`src/rsl_pkg.sv`:
```
// Shared constants and types for the radial spotlight luma block.
// No dependencies; every other file takes its names from here.
`timescale 1ns / 1ps

package rsl_pkg;

    // Default widths of the pixel word
    localparam int COORD_BITS_DEF    = 12;
    localparam int LUM_FRAC_BITS_DEF = 16;

    // Configuration port
    localparam int CENTER_BITS   = 14;
    localparam int CFG_IDX_BITS  = 1;
    localparam int CFG_DATA_BITS = CENTER_BITS;

    typedef enum logic [CFG_IDX_BITS-1:0] {
        CFG_CENTER_X = 1'b0,
        CFG_CENTER_Y = 1'b1
    } t_cfg_idx;

    // Falloff: factor is (FULL_SCALE - r) / FULL_SCALE with r clamped at R_MAX
    localparam int R_MAX      = 160;
    localparam int FULL_SCALE = 200;
    localparam int R_BITS     = 8;
    localparam int D2_BITS    = 16;
    localparam int FAR_D2     = (R_MAX + 1) * (R_MAX + 1);

    // Integer square root: one result bit per step
    localparam int ROOT_STEPS     = R_BITS;
    localparam int ROOT_PER_STAGE = ROOT_STEPS / 2;

    // Divide by FULL_SCALE as a shift by 3 then a divide by the odd part 25
    localparam int SCALE_SHIFT    = 3;
    localparam int SCALE_ODD      = FULL_SCALE >> SCALE_SHIFT;
    localparam int SCALE_ODD_LOG  = 5;

endpackage

```
`src/rsl_pix_if.sv`:
```
// Pixel input channel: valid/ready handshake with coordinate and luma payload.
// Depends on rsl_pkg for default widths.
`timescale 1ns / 1ps

interface rsl_pix_if #(
    parameter int COORD_BITS = rsl_pkg::COORD_BITS_DEF,
    parameter int LUM_BITS   = rsl_pkg::LUM_FRAC_BITS_DEF + 1
);
    logic                  valid;
    logic                  ready;
    logic [COORD_BITS-1:0] pixel_x;
    logic [COORD_BITS-1:0] pixel_y;
    logic [LUM_BITS-1:0]   lum_in;

    modport source (output valid, pixel_x, pixel_y, lum_in, input ready);
    modport sink   (input valid, pixel_x, pixel_y, lum_in, output ready);
endinterface

```
`src/rsl_lum_if.sv`:
```
// Luma output channel: valid/ready handshake with the dimmed luma payload.
// Depends on rsl_pkg for the default width.
`timescale 1ns / 1ps

interface rsl_lum_if #(
    parameter int LUM_BITS = rsl_pkg::LUM_FRAC_BITS_DEF + 1
);
    logic                valid;
    logic                ready;
    logic [LUM_BITS-1:0] lum_out;

    modport source (output valid, lum_out, input ready);
    modport sink   (input valid, lum_out, output ready);
endinterface

```
`src/rsl_dist.sv`:
```
// Distance front end: two stages, |dx| and |dy| with far detect, then dx^2 + dy^2.
// Depends on rsl_pkg.
`timescale 1ns / 1ps

module rsl_dist #(
    parameter int COORD_BITS = rsl_pkg::COORD_BITS_DEF,
    parameter int LUM_BITS   = rsl_pkg::LUM_FRAC_BITS_DEF + 1
) (
    input  logic                             i_clk,
    input  logic                             i_rst_n,
    input  logic                             i_valid,
    output logic                             o_ready,
    input  logic [COORD_BITS-1:0]            i_pixel_x,
    input  logic [COORD_BITS-1:0]            i_pixel_y,
    input  logic [LUM_BITS-1:0]              i_lum,
    input  logic [rsl_pkg::CENTER_BITS-1:0]  i_center_x,
    input  logic [rsl_pkg::CENTER_BITS-1:0]  i_center_y,
    output logic                             o_valid,
    input  logic                             i_ready,
    output logic [rsl_pkg::D2_BITS-1:0]      o_d2,
    output logic                             o_far,
    output logic [LUM_BITS-1:0]              o_lum
);
    localparam int CB = rsl_pkg::CENTER_BITS;
    localparam int DW = ((COORD_BITS > CB) ? COORD_BITS : CB) + 2;
    localparam int RB = rsl_pkg::R_BITS;
    localparam int QB = rsl_pkg::D2_BITS;

    logic                    r_v1, r_v2;
    logic [RB-1:0]           r_dx, r_dy;
    logic                    r_far1, r_far2;
    logic [LUM_BITS-1:0]     r_lum1, r_lum2;
    logic [QB-1:0]           r_d2;

    logic                    w_rdy1, w_rdy2;
    logic signed [DW-1:0]    w_px, w_py, w_cx, w_cy, w_sx, w_sy;
    logic [DW-1:0]           w_ax, w_ay;
    logic                    w_far1, w_far2;
    logic [QB-1:0]           w_d2;

    // Stage advance: a stage loads when empty or when its word moves on
    assign w_rdy2  = !r_v2 || i_ready;
    assign w_rdy1  = !r_v1 || w_rdy2;
    assign o_ready = w_rdy1;

    // Stage 1: exact signed differences and their magnitudes
    always_comb begin
        w_px = $signed({{(DW-COORD_BITS){1'b0}}, i_pixel_x});
        w_py = $signed({{(DW-COORD_BITS){1'b0}}, i_pixel_y});
        w_cx = $signed({{(DW-CB){i_center_x[CB-1]}}, i_center_x});
        w_cy = $signed({{(DW-CB){i_center_y[CB-1]}}, i_center_y});
        w_sx = w_px - w_cx;
        w_sy = w_py - w_cy;
        w_ax = w_sx[DW-1] ? $unsigned(-w_sx) : $unsigned(w_sx);
        w_ay = w_sy[DW-1] ? $unsigned(-w_sy) : $unsigned(w_sy);
        // either leg past the clamp radius puts the pixel on the floor
        w_far1 = (w_ax > DW'(rsl_pkg::R_MAX)) || (w_ay > DW'(rsl_pkg::R_MAX));
    end

    // Stage 2: squared distance of the legs truncated to R_BITS bits
    always_comb begin
        w_d2   = QB'(QB'(r_dx) * QB'(r_dx) + QB'(r_dy) * QB'(r_dy));
        w_far2 = r_far1 || (w_d2 >= QB'(rsl_pkg::FAR_D2));
    end

    always_ff @(posedge i_clk) begin
        if (!i_rst_n) begin
            r_v1 <= 1'b0;
            r_v2 <= 1'b0;
        end else begin
            if (w_rdy1) r_v1 <= i_valid;
            if (w_rdy2) r_v2 <= r_v1;
        end
    end

    always_ff @(posedge i_clk) begin
        if (w_rdy1) begin
            r_dx   <= w_ax[RB-1:0];
            r_dy   <= w_ay[RB-1:0];
            r_far1 <= w_far1;
            r_lum1 <= i_lum;
        end
        if (w_rdy2) begin
            r_d2   <= w_d2;
            r_far2 <= w_far2;
            r_lum2 <= r_lum1;
        end
    end

    assign o_valid = r_v2;
    assign o_d2    = r_d2;
    assign o_far   = r_far2;
    assign o_lum   = r_lum2;

endmodule

```
`src/rsl_root.sv`:
```
// One stage of the integer square root: STEPS digit-by-digit steps, registered.
// Depends on rsl_pkg; two of these in series give the full 8-bit root.
`timescale 1ns / 1ps

module rsl_root #(
    parameter int LUM_BITS   = rsl_pkg::LUM_FRAC_BITS_DEF + 1,
    parameter int FIRST_STEP = 0,
    parameter int STEPS      = rsl_pkg::ROOT_PER_STAGE
) (
    input  logic                         i_clk,
    input  logic                         i_rst_n,
    input  logic                         i_valid,
    output logic                         o_ready,
    input  logic [rsl_pkg::D2_BITS-1:0]  i_op,
    input  logic [rsl_pkg::D2_BITS-1:0]  i_res,
    input  logic                         i_far,
    input  logic [LUM_BITS-1:0]          i_lum,
    output logic                         o_valid,
    input  logic                         i_ready,
    output logic [rsl_pkg::D2_BITS-1:0]  o_op,
    output logic [rsl_pkg::D2_BITS-1:0]  o_res,
    output logic                         o_far,
    output logic [LUM_BITS-1:0]          o_lum
);
    localparam int QB = rsl_pkg::D2_BITS;

    logic                r_v;
    logic [QB-1:0]       r_op, r_res;
    logic                r_far;
    logic [LUM_BITS-1:0] r_lum;

    logic                w_rdy;
    logic [QB-1:0]       w_op, w_res, w_one;
    logic [QB:0]         w_t;

    assign w_rdy   = !r_v || i_ready;
    assign o_ready = w_rdy;

    // Remainder/root recurrence: one root bit per step, test bit moves down two places per step
    always_comb begin
        w_op  = i_op;
        w_res = i_res;
        w_one = '0;
        w_t   = '0;
        for (int k = 0; k < STEPS; k++) begin
            w_one = QB'(1) << (QB - 2 - 2 * (FIRST_STEP + k));
            w_t   = {1'b0, w_res} + {1'b0, w_one};
            if ({1'b0, w_op} >= w_t) begin
                w_op  = w_op - w_t[QB-1:0];
                w_res = (w_res >> 1) + w_one;
            end else begin
                w_res = w_res >> 1;
            end
        end
    end

    always_ff @(posedge i_clk) begin
        if (!i_rst_n) begin
            r_v <= 1'b0;
        end else if (w_rdy) begin
            r_v <= i_valid;
        end
    end

    always_ff @(posedge i_clk) begin
        if (w_rdy) begin
            r_op  <= w_op;
            r_res <= w_res;
            r_far <= i_far;
            r_lum <= i_lum;
        end
    end

    assign o_valid = r_v;
    assign o_op    = r_op;
    assign o_res   = r_res;
    assign o_far   = r_far;
    assign o_lum   = r_lum;

endmodule

```
`src/rsl_scale.sv`:
```
// Luma scaling: lum * (200 - r), then exact floor divide by 200 via reciprocal.
// Depends on rsl_pkg. Two register stages; the second one is the output register.
`timescale 1ns / 1ps

module rsl_scale #(
    parameter int LUM_BITS = rsl_pkg::LUM_FRAC_BITS_DEF + 1
) (
    input  logic                        i_clk,
    input  logic                        i_rst_n,
    input  logic                        i_valid,
    output logic                        o_ready,
    input  logic [rsl_pkg::R_BITS-1:0]  i_root,
    input  logic                        i_far,
    input  logic [LUM_BITS-1:0]         i_lum,
    output logic                        o_valid,
    input  logic                        i_ready,
    output logic [LUM_BITS-1:0]         o_lum
);
    localparam int RB  = rsl_pkg::R_BITS;
    localparam int PW  = LUM_BITS + RB;
    localparam int N   = PW - rsl_pkg::SCALE_SHIFT;
    localparam int SH  = N + rsl_pkg::SCALE_ODD_LOG;
    localparam int QW  = 2 * N + 1;
    // ceil(2^SH / 25): exact floor quotient for every N-bit dividend
    localparam longint unsigned RECIP =
        ((64'd1 << SH) + rsl_pkg::SCALE_ODD - 1) / rsl_pkg::SCALE_ODD;

    logic            r_v1, r_v2;
    logic [PW-1:0]   r_prod;
    logic [QW-1:0]   r_q;

    logic            w_rdy1, w_rdy2;
    logic [RB-1:0]   w_r, w_factor;
    logic [N-1:0]    w_y;
    logic [N:0]      w_recip;

    assign w_rdy2  = !r_v2 || i_ready;
    assign w_rdy1  = !r_v1 || w_rdy2;
    assign o_ready = w_rdy1;

    // Stage 1: clamp radius and form the falloff factor, 40..200
    always_comb begin
        w_r      = i_far ? RB'(rsl_pkg::R_MAX) : i_root;
        w_factor = RB'(rsl_pkg::FULL_SCALE) - w_r;
    end

    // Stage 2: drop the power-of-two part, multiply by the reciprocal of 25
    assign w_y     = r_prod[PW-1:rsl_pkg::SCALE_SHIFT];
    assign w_recip = (N + 1)'(RECIP);

    always_ff @(posedge i_clk) begin
        if (!i_rst_n) begin
            r_v1 <= 1'b0;
            r_v2 <= 1'b0;
        end else begin
            if (w_rdy1) r_v1 <= i_valid;
            if (w_rdy2) r_v2 <= r_v1;
        end
    end

    always_ff @(posedge i_clk) begin
        if (w_rdy1) r_prod <= PW'(i_lum) * PW'(w_factor);
        if (w_rdy2) r_q    <= QW'(w_y) * QW'(w_recip);
    end

    assign o_valid = r_v2;
    assign o_lum   = r_q[SH +: LUM_BITS];

endmodule

```
`src/radial_spotlight_luma.sv`:
```
// Radial spotlight (vignette) on a luma pixel stream: top level.
// Depends on rsl_pkg, rsl_pix_if, rsl_lum_if, rsl_dist, rsl_root and rsl_scale.
`timescale 1ns / 1ps

// Each pixel word (x, y, lum) comes out as floor(lum * (200 - r) / 200), where
// r is the integer square root of the squared distance from the configured
// center, clamped at 160. The pipeline takes one word per clock while the
// output is not stalled, and has six register stages: two for the distance
// (leg magnitudes, then squares and sum), two for the square root (four root
// bits each), and two for scaling (factor multiply, then a reciprocal multiply
// that divides by 200). Stages move independently, so empty stages fill while
// the output waits. The center registers are written through the plain write
// port and take effect on words accepted after the write.

module radial_spotlight_luma #(
    parameter int COORD_BITS    = rsl_pkg::COORD_BITS_DEF,
    parameter int LUM_FRAC_BITS = rsl_pkg::LUM_FRAC_BITS_DEF
) (
    input  logic                                i_clk,
    input  logic                                i_rst_n,
    rsl_pix_if.sink                             i_pix,
    rsl_lum_if.source                           o_lum,
    input  logic                                i_cfg_we,
    input  logic [rsl_pkg::CFG_IDX_BITS-1:0]    i_cfg_idx,
    input  logic [rsl_pkg::CFG_DATA_BITS-1:0]   i_cfg_data
);
    localparam int LUM_BITS = LUM_FRAC_BITS + 1;
    localparam int CB       = rsl_pkg::CENTER_BITS;
    localparam int QB       = rsl_pkg::D2_BITS;
    localparam int RB       = rsl_pkg::R_BITS;

    logic [CB-1:0]       r_center_x, r_center_y;

    // distance -> root stage A
    logic                w_d_valid, w_d_ready, w_d_far;
    logic [QB-1:0]       w_d_d2;
    logic [LUM_BITS-1:0] w_d_lum;
    // root stage A -> root stage B
    logic                w_r1_valid, w_r1_ready, w_r1_far;
    logic [QB-1:0]       w_r1_op, w_r1_res;
    logic [LUM_BITS-1:0] w_r1_lum;
    // root stage B -> scale
    logic                w_r2_valid, w_r2_ready, w_r2_far;
    logic [QB-1:0]       w_r2_op, w_r2_res;
    logic [LUM_BITS-1:0] w_r2_lum;

    // Center registers
    always_ff @(posedge i_clk) begin
        if (!i_rst_n) begin
            r_center_x <= '0;
            r_center_y <= '0;
        end else if (i_cfg_we) begin
            case (rsl_pkg::t_cfg_idx'(i_cfg_idx))
                rsl_pkg::CFG_CENTER_X: r_center_x <= i_cfg_data[CB-1:0];
                rsl_pkg::CFG_CENTER_Y: r_center_y <= i_cfg_data[CB-1:0];
                default: ;
            endcase
        end
    end

    rsl_dist #(
        .COORD_BITS (COORD_BITS),
        .LUM_BITS   (LUM_BITS)
    ) u_dist (
        .i_clk      (i_clk),
        .i_rst_n    (i_rst_n),
        .i_valid    (i_pix.valid),
        .o_ready    (i_pix.ready),
        .i_pixel_x  (i_pix.pixel_x),
        .i_pixel_y  (i_pix.pixel_y),
        .i_lum      (i_pix.lum_in),
        .i_center_x (r_center_x),
        .i_center_y (r_center_y),
        .o_valid    (w_d_valid),
        .i_ready    (w_d_ready),
        .o_d2       (w_d_d2),
        .o_far      (w_d_far),
        .o_lum      (w_d_lum)
    );

    // High root bits
    rsl_root #(
        .LUM_BITS   (LUM_BITS),
        .FIRST_STEP (0),
        .STEPS      (rsl_pkg::ROOT_PER_STAGE)
    ) u_root_hi (
        .i_clk   (i_clk),
        .i_rst_n (i_rst_n),
        .i_valid (w_d_valid),
        .o_ready (w_d_ready),
        .i_op    (w_d_d2),
        .i_res   ('0),
        .i_far   (w_d_far),
        .i_lum   (w_d_lum),
        .o_valid (w_r1_valid),
        .i_ready (w_r1_ready),
        .o_op    (w_r1_op),
        .o_res   (w_r1_res),
        .o_far   (w_r1_far),
        .o_lum   (w_r1_lum)
    );

    // Low root bits
    rsl_root #(
        .LUM_BITS   (LUM_BITS),
        .FIRST_STEP (rsl_pkg::ROOT_PER_STAGE),
        .STEPS      (rsl_pkg::ROOT_STEPS - rsl_pkg::ROOT_PER_STAGE)
    ) u_root_lo (
        .i_clk   (i_clk),
        .i_rst_n (i_rst_n),
        .i_valid (w_r1_valid),
        .o_ready (w_r1_ready),
        .i_op    (w_r1_op),
        .i_res   (w_r1_res),
        .i_far   (w_r1_far),
        .i_lum   (w_r1_lum),
        .o_valid (w_r2_valid),
        .i_ready (w_r2_ready),
        .o_op    (w_r2_op),
        .o_res   (w_r2_res),
        .o_far   (w_r2_far),
        .o_lum   (w_r2_lum)
    );

    rsl_scale #(
        .LUM_BITS (LUM_BITS)
    ) u_scale (
        .i_clk   (i_clk),
        .i_rst_n (i_rst_n),
        .i_valid (w_r2_valid),
        .o_ready (w_r2_ready),
        .i_root  (w_r2_res[RB-1:0]),
        .i_far   (w_r2_far),
        .i_lum   (w_r2_lum),
        .o_valid (o_lum.valid),
        .i_ready (o_lum.ready),
        .o_lum   (o_lum.lum_out)
    );

    // Near pixels carry a squared distance inside the clamp circle
    a_near_d2: assert property (@(posedge i_clk) disable iff (!i_rst_n)
        (w_d_valid && !w_d_far) |-> (w_d_d2 < QB'(rsl_pkg::FAR_D2)))
        else $error("near pixel with squared distance past the clamp");

    // Finished root never exceeds the clamp radius for near pixels
    a_root_range: assert property (@(posedge i_clk) disable iff (!i_rst_n)
        (w_r2_valid && !w_r2_far) |-> (w_r2_res <= QB'(rsl_pkg::R_MAX)))
        else $error("square root above clamp radius");

    // Root remainder bound: d2 - r^2 <= 2r
    a_root_rem: assert property (@(posedge i_clk) disable iff (!i_rst_n)
        (w_r2_valid && !w_r2_far) |-> ({1'b0, w_r2_op} <= {w_r2_res, 1'b0}))
        else $error("square root remainder too large");

    // A word held at the distance output while the root stage is full stays put
    a_dist_hold: assert property (@(posedge i_clk) disable iff (!i_rst_n)
        (w_d_valid && !w_d_ready) |=> (w_d_valid && $stable(w_d_d2) && $stable(w_d_lum)))
        else $error("distance word changed while stalled");

endmodule

```
`src/flat_wrapper.sv`:
```
// flat-port wrapper written by rule: the top's interface ports become plain ports
module radial_spotlight_luma_flat 
#(
    parameter int COORD_BITS    = rsl_pkg::COORD_BITS_DEF,
    parameter int LUM_FRAC_BITS = rsl_pkg::LUM_FRAC_BITS_DEF
)
  (i_clk, i_rst_n, i_cfg_we, i_cfg_idx, i_cfg_data, i_pix_valid, i_pix_pixel_x, i_pix_pixel_y, i_pix_lum_in, i_pix_ready, o_lum_valid, o_lum_lum_out, o_lum_ready);
  rsl_pix_if #(.COORD_BITS(COORD_BITS)) i_pix_i ();
  rsl_lum_if o_lum_i ();
  input  logic i_clk;
  input  logic i_rst_n;
  input  logic i_cfg_we;
  input  logic [rsl_pkg::CFG_IDX_BITS-1:0] i_cfg_idx;
  input  logic [rsl_pkg::CFG_DATA_BITS-1:0] i_cfg_data;
  input wire logic [$bits(i_pix_i.valid)-1:0] i_pix_valid;
  input wire logic [$bits(i_pix_i.pixel_x)-1:0] i_pix_pixel_x;
  input wire logic [$bits(i_pix_i.pixel_y)-1:0] i_pix_pixel_y;
  input wire logic [$bits(i_pix_i.lum_in)-1:0] i_pix_lum_in;
  output wire logic [$bits(i_pix_i.ready)-1:0] i_pix_ready;
  output wire logic [$bits(o_lum_i.valid)-1:0] o_lum_valid;
  output wire logic [$bits(o_lum_i.lum_out)-1:0] o_lum_lum_out;
  input wire logic [$bits(o_lum_i.ready)-1:0] o_lum_ready;
  assign i_pix_i.valid = i_pix_valid;
  assign i_pix_i.pixel_x = i_pix_pixel_x;
  assign i_pix_i.pixel_y = i_pix_pixel_y;
  assign i_pix_i.lum_in = i_pix_lum_in;
  assign i_pix_ready = i_pix_i.ready;
  assign o_lum_valid = o_lum_i.valid;
  assign o_lum_lum_out = o_lum_i.lum_out;
  assign o_lum_i.ready = o_lum_ready;
  radial_spotlight_luma #(.COORD_BITS(COORD_BITS), .LUM_FRAC_BITS(LUM_FRAC_BITS)) u_core (.i_clk(i_clk), .i_rst_n(i_rst_n), .i_pix(i_pix_i), .o_lum(o_lum_i), .i_cfg_we(i_cfg_we), .i_cfg_idx(i_cfg_idx), .i_cfg_data(i_cfg_data));
endmodule
```
`config.mk`:
```
export PLATFORM = sky130hd
export DESIGN_NAME = radial_spotlight_luma_flat
export DESIGN_NICKNAME = d
export VERILOG_FILES = /design/src/rsl_pkg.sv /design/src/rsl_pix_if.sv /design/src/rsl_lum_if.sv /design/src/rsl_dist.sv /design/src/rsl_root.sv /design/src/rsl_scale.sv /design/src/radial_spotlight_luma.sv /design/src/flat_wrapper.sv
export SDC_FILE = /design/constraint.sdc
export NUM_CORES = 1
export LEC_CHECK = 0
export BUFFER_PORTS_ARGS = -buffer_cell sky130_fd_sc_hd__buf_2
export CORE_ASPECT_RATIO = 0.7
export CORE_UTILIZATION = 50
export DETAILED_ROUTE_END_ITERATION = 16
export PLACE_DENSITY_LB_ADDON = 0.08
export SYNTH_ARGS = -nofsm -noshare
export SYNTH_HDL_FRONTEND = slang
export SYNTH_SLANG_ARGS = --single-unit
```
`constraint.sdc`:
```
create_clock -name i_clk -period 6.59 [get_ports i_clk]
set_input_delay 0.659 -clock i_clk [delete_from_list [all_inputs] [get_ports i_clk]]
set_output_delay 0.659 -clock i_clk [all_outputs]
set_load 0.02 [all_outputs]
```
-- Yosys cells after proc, flatten, opt, wreduce, memory -nomap -nowiden
Cells that the tools add are included.
- output and inout bits: 19
- input bits: 61
- flip-flop bits (word level): 246
- reductions and logical operators: 16
- magnitude comparators: 11
- add/sub/neg operators: 27
- multiply operators: 4
- bitwise logic cells: 1
- muxes and demuxes: 18
- operators by type and width (cell ; count):
    $mux W16 ; 12
    $sub A16 B16 Y16 ; 6
    $ge A16 B17 Y1 ; 4
    $mux W15 ; 4
    $ge A16 B16 Y1 ; 3
    $mul A22 B22 Y43 const B ; 1
    $ge A16 B15 Y1 const B ; 2
    $gt A16 B8 Y1 const B ; 2
    $mul A8 B8 Y16 ; 2
    $neg A15 Y16 ; 2
    $sub A13 B14 Y15 ; 2
    $mul A17 B8 Y25 ; 1
    $add A16 B1 Y17 const B ; 1
    $add A16 B3 Y17 const B ; 1
    $add A16 B5 Y17 const B ; 1
    $add A16 B7 Y17 const B ; 1
    $add A15 B11 Y16 const B ; 1
    $add A15 B13 Y16 const B ; 1
    $add A15 B3 Y16 const B ; 1
    $add A15 B5 Y16 const B ; 1
    $add A15 B7 Y16 const B ; 1
    $add A15 B9 Y16 const B ; 1
    $add A16 B16 Y16 ; 1
    $mux W8 ; 2
    other kinds (10) ; 23

-- Logic depth before layout (Yosys ltp)
Gate-level depths: netlist of the first run.
- depth in word-level cells: 12
- depth in mapped cells: 39
- gate-level depth less buffers: 37

-- Modules after synthesis
A second synthesis of the first run with hierarchy kept.
- cells, all modules: 3830
- area, all modules: 36094.6 µm²
- modules (own cells, without submodules) (module ; cells an instance ; times used ; area an instance (µm²)):
    rsl_scale ; 1448 ; 1 ; 14238.7
    rsl_dist ; 763 ; 1 ; 7692.4
    rsl_root (u_core.u_root_lo) ; 862 ; 1 ; 7116.8
    rsl_root (u_core.u_root_hi) ; 647 ; 1 ; 5947.0
    radial_spotlight_luma ; 110 ; 1 ; 1099.8

-- Least setup slack after synthesis of the first run
OpenSTA, ideal clock, no wires.
- kind: reg2reg
- start point: register u_core.u_root_hi.r_res[11], in the netlist u_core.u_root_hi.o_res[11]
- end point: register u_core.u_root_lo.r_res[0], in the netlist u_core.u_root_lo.o_res[0] (data pin)
- stages on the path, launching flop included: 39
- data arrival time: 6940 ps
- clock period less this slack: 7217 ps
- buffers on the path: 3
- slack: -627 ps
- cell sequence: edfxtp_1 -> inv_1 -> ha_1 -> buf_2 -> nand4b_1 -> o21ai_4 -> clkbuf_1 -> nor2_1 -> a21oi_1 -> ha_1 -> nand2b_1 -> o21bai_1 -> a21oi_1 -> o21ai_2 -> a221o_1 -> or3_4 -> buf_2 -> inv_2 -> [3 not listed] -> and3_1 -> and2_1 -> o2111a_1 -> a21oi_1 -> o21ai_1 -> nor4_4 -> nand2_1 -> nor2_1 -> a21oi_1 -> ha_1 -> nor2b_1 -> o21ai_0 -> nor2b_1 -> nor3_1 -> a21oi_1 -> nand4_1 -> a2111oi_0 -> o211ai_1
- cells in the longest elaborated chain, start to end: 12
- ends and longest elaborated chain (element ; line ; source):
    start, declared ; rsl_root.sv:28 ; logic [QB-1:0] r_op, r_res;
    start signal, assigned ; rsl_root.sv:68 ; r_res <= w_res;
    $add A16 B7 Y17 ; rsl_root.sv:47 ; w_t = {1'b0, w_res} + {1'b0, w_one};
    $ge A16 B17 Y1 ; rsl_root.sv:48 ; if ({1'b0, w_op} >= w_t) begin
    $mux W16 ; rsl_root.sv:48 ;
    $add A16 B5 Y17 ; rsl_root.sv:47 ;
    $ge A16 B17 Y1 ; rsl_root.sv:48 ;
    $mux W16 ; rsl_root.sv:48 ;
    $add A16 B3 Y17 ; rsl_root.sv:47 ;
    $ge A16 B17 Y1 ; rsl_root.sv:48 ;
    $mux W16 ; rsl_root.sv:48 ;
    $add A16 B1 Y17 ; rsl_root.sv:47 ;
    $ge A16 B17 Y1 ; rsl_root.sv:48 ;
    $mux W8 (*) ; rsl_root.sv:48 ;
    end signal, assigned ; rsl_root.sv:68 ;
    end, declared ; rsl_root.sv:28 ;
Every way passes the cells marked *; elsewhere a longest branch is shown, timed or not.
A chain may end at the register's enable or synchronous reset.

-- Worst setup path after layout of the first run
- start point: register u_core.u_root_hi.r_op[8], in the netlist u_core.u_root_hi.o_op[8]
- end point: register u_core.u_root_lo.r_res[0], in the netlist u_core.u_root_lo.o_res[0] (data pin)
- cells in the longest elaborated chain, start to end: 11
- ends and longest elaborated chain (element ; line ; source):
    start, declared ; rsl_root.sv:28 ;
    start signal, assigned ; rsl_root.sv:67 ; r_op <= w_op;
    $ge A16 B17 Y1 ; rsl_root.sv:48 ;
    $mux W16 ; rsl_root.sv:48 ;
    $add A16 B5 Y17 ; rsl_root.sv:47 ;
    $ge A16 B17 Y1 ; rsl_root.sv:48 ;
    $mux W16 ; rsl_root.sv:48 ;
    $add A16 B3 Y17 ; rsl_root.sv:47 ;
    $ge A16 B17 Y1 ; rsl_root.sv:48 ;
    $mux W16 ; rsl_root.sv:48 ;
    $add A16 B1 Y17 ; rsl_root.sv:47 ;
    $ge A16 B17 Y1 ; rsl_root.sv:48 ;
    $mux W8 (*) ; rsl_root.sv:48 ;
Marks and branches as above.

==> results of run 1 <==
[Yosys cell counts (6+ instances only)]
master and count:
a211oi_1 11, a21boi_0 33, a21o_1 33, a21oi_1 98, a31oi_1 14, and2_1 87
and3_1 16, clkbuf_1 27, dfxtp_1 34, edfxtp_1 171, fa_1 344, ha_1 400
inv_1 477, nand2_1 193, nand2b_1 17, nand3_1 26, nand4_1 12, nor2_1 102
nor2b_1 47, nor3_1 35, nor3b_1 6, o2111ai_1 7, o211ai_1 9, o21a_1 23
o21ai_0 41, o21ai_1 6, o21bai_1 10, o31ai_1 12, or2_2 10, or3_1 10
xnor2_1 85, xor2_1 38
[state kept, by name (all words and copies together), names as in the netlist, 14 cells and up]
| register | cells |
|---|---|
| u_core.u_dist.o_d2 | 16 |
| u_core.u_root_hi.o_lum | 17 |
| u_core.u_dist.o_lum | 17 |
| u_core.r_center_x | 14 |
| u_core.u_scale.r_prod | 22 |
| u_core.u_dist.r_lum1 | 17 |
| u_core.u_scale.r_q | 17 |
| u_core.r_center_y | 14 |
| u_core.u_root_hi.o_op | 16 |
| u_core.u_root_lo.o_lum | 17 |
[cells by family after synthesis]
group,count (synthesis),share of synthesized area
AOI/OAI and AO/OA,356,0.0933
xor gates and xnor gates,123,0.0411
adders and majority gates,744,0.453
buffers and inverters,509,0.0733
DFF,205,0.222
muxes,9,0.00396
and+or+nand+nor,592,0.113
[area by class of cell]
type,count,share of cell area
Inverter,478,0.0580
Tap cell,674,0.0272
Antenna cell,1,0.0000806
Clock inverter,19,0.00714
Clock buffer,25,0.0202
Sequential cell,205,0.187
Multi-Input combinational cell,1825,0.620
Timing Repair Buffer,343,0.0797
[metrics by stage]
step           cell area [sq um]  TNS [ps]  hold WS, ps
6_report                   31000      -292          290
4_1_cts                    30500      -167          254
2_1_floorplan              26300      -144          400
3_3_place_gp               29000     -1870          404
5_1_grt                    31000     -1800          262
3_5_place_dp               29000     -3170          405
[worst paths after layout]
path	cells after the start	from	endpoint	slack [ps]
setup / recovery	36	u_core.u_root_hi.o_op[8]	u_core.u_root_lo.o_res[0]	-290
hold / removal	1	i_pix_lum_in[10]	u_core.u_dist.r_lum1[10]	290
setup reg to reg	36	u_core.u_root_hi.o_op[8]	u_core.u_root_lo.o_res[0]	-290
hold reg to reg	0	u_core.u_dist.r_lum1[15]	u_core.u_dist.o_lum[15]	410
[metal layers]
layer | wire length, microns | up-vias | track usage | share of wire
met5 | 0 | - | 0 | 0
li1 | - | 9107 | - | -
met1 | 30500 | 9240 | 0.358 | 0.50
met3 | 2510 | 67 | 0.0341 | 0.041
met2 | 26900 | 319 | 0.363 | 0.44
met4 | 957 | 0 | 0.0376 | 0.016
[cell usage in the layout, fill, tap and decap left out, drive strengths merged, types with 16 or more instances in the layout]
cell | synthesis | layout
inv | 478 | 482
ha | 400 | 400
fa | 344 | 344
buf | 4 | 343
nand2 | 193 | 194
edfxtp | 171 | 171
nor2 | 102 | 102
a21oi | 99 | 99
and2 | 89 | 89
xnor2 | 85 | 85
o21ai | 49 | 49
nor2b | 47 | 47
xor2 | 38 | 38
nor3 | 35 | 35
dfxtp | 34 | 34
a21boi | 34 | 34
a21o | 33 | 33
nand3 | 27 | 27
clkbuf | 27 | 25
o21a | 23 | 23
nand2b | 17 | 17
and3 | 16 | 16
[what timing repair did]
item / 4_1_cts / 5_1_grt
buffers inserted: 27 / 27
gates cloned: 1 / 0
pin swaps: 72 / 61
resized for setup: 84 / 57
endpoints found under the setup margin: 8 / 13
==> results_dict.tcl, run 1 <==
set metrics [dict create \
    clock_sinks 205 \
    wl_per_cell_microns 17.1 \
    die_x_microns 276 \
    drv_cap 0 \
    synthArstFlopShare 0 \
    hold_buffers 0 \
    hold_violations 0 \
    drv_slew 0 \
    period_minus_slack_ps 6880 \
    rsz0062_at_grt "true" \
    routed_wl_microns 60900 \
    drive_above_1_share 0.180 \
    postSynthAreaPerCell_sq_um 10.3 \
    die_h_microns 194 \
    hold_path_class "in2reg" \
    die_area_sq_um 53400 \
    layout.cells.non_filler 3570 \
    slew_headroom 0.230 \
    netlist.area_leader.share 0.263 \
    nFillCells 4321 \
    cpMostUsedCell "ha_4" \
    cp.buffers_inverters 3 \
    grt_pass1_vias 19726 \
    end_kind "flip-flop" \
    track_usage 0.236 \
    nets 3682 \
    syn_area_sq_um 26200 \
    status "complete, but fails checks" \
    crit_slowest_cell "edfxtp_1" \
    path_clk_slew_ps 70 \
    setup_viol 1 \
    hpwl_microns 50900 \
    dp_cells 3472 \
    synth-edff-count 171 \
    ant_nets 0 \
    cts_htree_levels 1 \
    layout.core_utilization 0.605 \
    vias 18733 \
    core_sq_um 51300 \
    synth_warnings 0 \
    drc_errors 0 \
    dr.first_iter.drc_count 978 \
    setup_ws_ps -292 \
    worst_slew_pin_slew_ps 1160 \
    grt_max_degree 39 \
    crit_family "compound AO/OA/AOI/OAI gates" \
    path_max_fanout 6 \
    cts_max_path_buffers 3 \
    cts_made_buffers 24 \
    seqCellArea_sq_um 5820 \
    ios 80 \
    path_class "reg2reg" \
    initial_core_util 0.511 \
    arrival_ps 7150 \
    cts_root_buf "clkbuf_16" \
    period_share 1.04 \
    seq_area_frac_synth 0.222 \
    gp_congestion 0.942 \
    synthFlopType "edfxtp_1" \
    syn_inst 2538 \
    grt_antenna_before_repair 1 \
    synthToLayoutAreaGrowth_pct 18.3 \
    violations "setup timing" \
    yosys.cell_types.count 84 \
    synth_top_area_cell "fa_1" \
    portBuffers 79 \
    dp_slack_ps -546 \
    ys_ff_latch 205 \
    yosys-top-cells-area "fa_1, edfxtp_1, ha_1" \
    clock_latency_ps 540 \
    grt_pass1_wl_microns 101000 \
    syn_nets 3343 \
    cts_tree "done" \
    rows 69 \
    via_per_inst 5.25 \
    multi_input_area_sq_um 19300 \
    fmax_mhz 145 \
    crit_path_start_kind "flip-flop" \
    cp.required_ps 6860 \
    overflow 0 \
    critical_path.max_stage_delay_ps 450 \
    fin_worst_skew_ps 18.4 \
    firstDrtPassIters 5 \
]
Power of run 1 is left out: the tool's default activity adds up to more than one toggle a clock period on the data nets, which glitch-free logic cannot reach.
==> run 2: changes to the inputs <==
--- a/config.mk
+++ b/config.mk
@@ -6,10 +6,11 @@
 export NUM_CORES = 1
 export LEC_CHECK = 0
 export BUFFER_PORTS_ARGS = -buffer_cell sky130_fd_sc_hd__buf_2
-export CORE_ASPECT_RATIO = 0.7
+export CORE_ASPECT_RATIO = 1.1
 export CORE_UTILIZATION = 50
 export DETAILED_ROUTE_END_ITERATION = 16
 export PLACE_DENSITY_LB_ADDON = 0.08
+export SKIP_LAST_GASP = 1
 export SYNTH_ARGS = -nofsm -noshare
 export SYNTH_HDL_FRONTEND = slang
 export SYNTH_SLANG_ARGS = --single-unit
==> results_dict.tcl, run 2 (same netlist as run 1, synthesis figures left out) <==
set metrics [dict create \
    status "complete, but fails checks" \
    violations "DRC, setup timing" \
    fin_worst_skew_ps 37.4 \
    r2r_start "u_core.u_scale.r_prod[15]" \
    end_kind "flip-flop" \
    largest_reg_flops 22 \
    firstDrtPassIters 11 \
    path_clk_slew_ps 60 \
    via_per_inst 5.29 \
    rows 87 \
    arrival_ps 6920 \
    routed_wl_microns 64600 \
    die_area_sq_um 53400 \
    layout.core_utilization 0.598 \
    period_minus_slack_ps 6620 \
    hold_path_class "in2reg" \
    grt_antenna_before_repair 0 \
    drv_cap 0 \
    drc_errors 2 \
    dr.first_iter.drc_count 727 \
    crit_path_start_kind "flip-flop" \
    final_cell_mix "inv_1, ha_1, fa_1" \
    ios 80 \
    clock_sinks 205 \
    gp_congestion 0.941 \
    cts_max_path_buffers 3 \
    cts_made_buffers 25 \
    dp_slack_ps -336 \
    regMostFlops "u_core.u_scale.r_prod" \
    grt_pass1_wl_microns 104000 \
    fmax_mhz 151 \
    slew_headroom 0.192 \
    hold_buffers 0 \
    drive_above_1_share 0.169 \
    die_x_microns 220 \
    vias 18737 \
    cts_htree_levels 1 \
    overflow 0 \
    grt_max_degree 39 \
    period_share 1.01 \
    ant_nets 0 \
    path_max_fanout 3 \
    path_class "reg2reg" \
    setup_viol 2 \
    cp.required_ps 6880 \
    synthToLayoutAreaGrowth_pct 17.5 \
    setup_ws_ps -34.1 \
    worst_slew_pin_slew_ps 1210 \
    hpwl_microns 55300 \
    portBuffers 79 \
    track_usage 0.249 \
    nets 3664 \
    hold_violations 0 \
    grt_pass1_vias 20266 \
    core_sq_um 51500 \
    cts_tree "done" \
    cts_root_buf "clkbuf_16" \
    final_common_cell "inv_1" \
    crit_start "u_core.u_scale.r_prod[15]" \
    initial_core_util 0.509 \
    drv_slew 0 \
    wl_per_cell_microns 18.2 \
    antenna_cells 0 \
    rsz0062_at_grt "true" \
    clock_latency_ps 570 \
    hp-start "i_pix_lum_in[9]" \
    die_h_microns 242 \
]
==> run 2: repair_timing <==
action,in CTS,in global routing
setup endpoints to repair,8,11
gates resized for setup,49,54
buffers inserted,16,24
pin swaps,37,50
==> run 2: critical path, stage by stage, from the launching register on <==
cell and delay [ps]:
edfxtp_1 450, buf_4 200, ha_4 270, fa_1 440
fa_1 510, fa_1 500, inv_1 60, fa_1 520
inv_1 50, fa_1 450, fa_1 510, ha_4 300
nand3_4 100, a2111oi_4 270, buf_4 160, nand3_1 80
o22ai_2 140, o21ai_2 110, a211o_1 330, a21oi_2 220
o41ai_4 80, buf_4 180, o2111ai_4 200, a21oi_2 80
xnor2_1 120
==> run 2: worst paths after layout <==
path / end / slack, ps / cells after the start
hold / removal: u_core.u_dist.r_lum1[9] / 270 / 1
setup reg to reg: u_core.u_scale.r_q[43] / -30 / 24
setup / recovery: u_core.u_scale.r_q[43] / -30 / 24
hold reg to reg: u_core.u_dist.o_lum[16] / 410 / 0
==> run 2: area by class of cell <==
class	instances	area (sq um)
clock inverter	16	208
multi-input combinational	1824	19100
timing repair buffer	325	2310
sequential	205	5820
clock buffer	30	696
inverter	478	1800
fill	4399	20700
tap	667	835
==> run 2: metal layers <==
layer / global-route usage / routed length [microns] / part of all wire
met1: 0.289 / 25500 / 0.40
met5: 0 / 0 / 0
met3: 0.0225 / 1700 / 0.026
met2: 0.470 / 35000 / 0.54
met4: 0.0864 / 2360 / 0.036
==> run 2: per-stage QoR <==
stage	TNS [ps]	instance area (sq um)	hold slack [ps]	instances
2_1_floorplan	-144	26300	400	2538
3_3_place_gp	-795	29000	402	3461
3_5_place_dp	-1390	29000	405	3461
4_1_cts	-29.4	30300	246	3523
5_1_grt	-1180	30800	245	3545
6_report	-39.6	30800	270	3545
Power of run 2 is left out for the same reason.
==> run 3: changes to the inputs <==
--- a/config.mk
+++ b/config.mk
@@ -6,7 +6,6 @@
 export NUM_CORES = 1
 export LEC_CHECK = 0
 export BUFFER_PORTS_ARGS = -buffer_cell sky130_fd_sc_hd__buf_2
-export CORE_ASPECT_RATIO = 1.1
 export CORE_UTILIZATION = 50
 export DETAILED_ROUTE_END_ITERATION = 16
 export PLACE_DENSITY_LB_ADDON = 0.08
==> results_dict.tcl, run 3 (same netlist as run 1, synthesis figures left out) <==
set metrics [dict create \
    status "complete, but fails checks" \
    violations "setup timing" \
    whs_path_depth 1 \
    hold_end "u_core.u_dist.r_lum1[8]" \
    via_per_inst 5.26 \
    overflow 0 \
    final_area_sq_um 30600 \
    setup_viol 1 \
    path_clk_slew_ps 60 \
    nets 3655 \
    grt_max_degree 39 \
    path_class "reg2reg" \
    routed_wl_microns 63700 \
    ios 80 \
    track_usage 0.243 \
    wl_per_cell_microns 17.9 \
    regMostFlops "u_core.u_scale.r_prod" \
    vias 18683 \
    synthToLayoutAreaGrowth_pct 16.7 \
    final_common_cell "inv_1" \
    grt_pass1_wl_microns 102000 \
    end_kind "flip-flop" \
    drv_cap 0 \
    slew_headroom 0.166 \
    nFillCells 4384 \
    grt_pass1_vias 19660 \
    cts_htree_levels 1 \
    hpwl_microns 54400 \
    period_minus_slack_ps 6630 \
    hp-start "i_pix_lum_in[8]" \
    path_max_fanout 8 \
    rows 83 \
    antenna_cells 0 \
    cts_max_path_buffers 3 \
    cts_tree "done" \
    setup_ws_ps -42.3 \
    rsz0062_at_grt "true" \
    largest_reg_flops 22 \
    clock_latency_ps 570 \
    seqCellArea_sq_um 5820 \
    die_area_sq_um 53400 \
    hold_buffers 0 \
    crit_slowest_cell "edfxtp_1" \
    critical_path.max_stage_delay_ps 440 \
    core_sq_um 51600 \
    fin_worst_skew_ps 28.9 \
    clock_sinks 205 \
    multi_input_area_sq_um 19100 \
    gp_congestion 0.908 \
    hold_violations 0 \
    worst_slew_pin_slew_ps 1250 \
    fmax_mhz 151 \
    hold_path_class "in2reg" \
    finalSetupTns_ps -42.3 \
    final_cell_mix "inv_1, ha_1, fa_1" \
    layout.core_utilization 0.593 \
    whs_ps 264 \
    crit_path_start_kind "flip-flop" \
    rrSetupSlack_ps -40 \
    period_share 1.01 \
    drc_errors 0 \
    cts_made_buffers 26 \
    dr.first_iter.drc_count 754 \
    grt_antenna_before_repair 0 \
    ant_nets 0 \
    placed_cell_area_sq_um 28900 \
    initial_core_util 0.508 \
    arrival_ps 6930 \
    drv_slew 0 \
    cp.required_ps 6890 \
    drive_above_1_share 0.168 \
    rr_worst_depth 36 \
    die_x_microns 231 \
    portBuffers 79 \
    firstDrtPassIters 5 \
    die_h_microns 231 \
    r2r_start "u_core.u_root_hi.o_op[8]" \
    cts_root_buf "clkbuf_16" \
    reg2reg_to "u_core.u_root_lo.o_res[0]" \
]
run 3: area by class of cell:
cell class,count,share of cell area
Tap cell,680,0.0278
Timing Repair Buffer,315,0.0720
Clock inverter,13,0.00348
Inverter,478,0.0588
Sequential cell,205,0.190
Clock buffer,35,0.0227
Multi-Input combinational cell,1824,0.625
run 3: critical path, delay by kind of cell, from the launching register on:
kind                     cells  cell delay (ps)
AND/OR/NAND/NOR             13             1720
buffers and inverters        4              500
flip-flops                   1              440
adder cells (fa/ha/maj)      4             1070
AO/OA/AOI/OAI               14             2390
XOR/XNOR                     1              240
run 3: worst max-delay path by stage:
| stage | startpoint | end | slack (ps) | cells past startpoint |
|---|---|---|---|---|
| 6_report | u_core.u_root_hi.o_op[8] | u_core.u_root_lo.o_res[0] | -40 | 36 |
| 5_1_grt | u_core.u_root_hi.o_op[8] | u_core.u_root_lo.o_res[0] | -460 | 37 |
| 4_1_cts | u_core.u_root_hi.o_res[10] | u_core.u_root_lo.o_res[0] | -70 | 36 |
| 3_5_place_dp | u_core.u_scale.r_prod[9] | u_core.u_scale.r_q[43] | -300 | 24 |
| 3_3_place_gp | u_core.u_scale.r_prod[9] | u_core.u_scale.r_q[43] | -190 | 24 |
| 2_1_floorplan | u_core.u_root_hi.o_op[8] | u_core.u_root_lo.o_res[0] | -140 | 37 |
run 3: metal layers:
metal | vias to the layer above | GRT usage | part of all wire
met5 | - | 0 | 0
met4 | 0 | 0.0577 | 0.022
met3 | 65 | 0.0235 | 0.032
met1 | 9279 | 0.315 | 0.44
li1 | 9053 | - | -
met2 | 286 | 0.435 | 0.51
run 3: stage by stage:
stage	setup slack (ps)	cells
after floorplan	-144	2538
after global placement	-192	3461
after detailed placement	-303	3461
after CTS	-65.4	3525
after global routing	-463	3550
final	-42.3	3550
run 3: what timing repair did:
action,CTS,global route
pin swaps,27,83
buffers inserted,16,26
resized for setup,27,92
hold endpoints to repair,0,0
endpoints found under the setup margin,10,12
Power of run 3 is left out for the same reason.
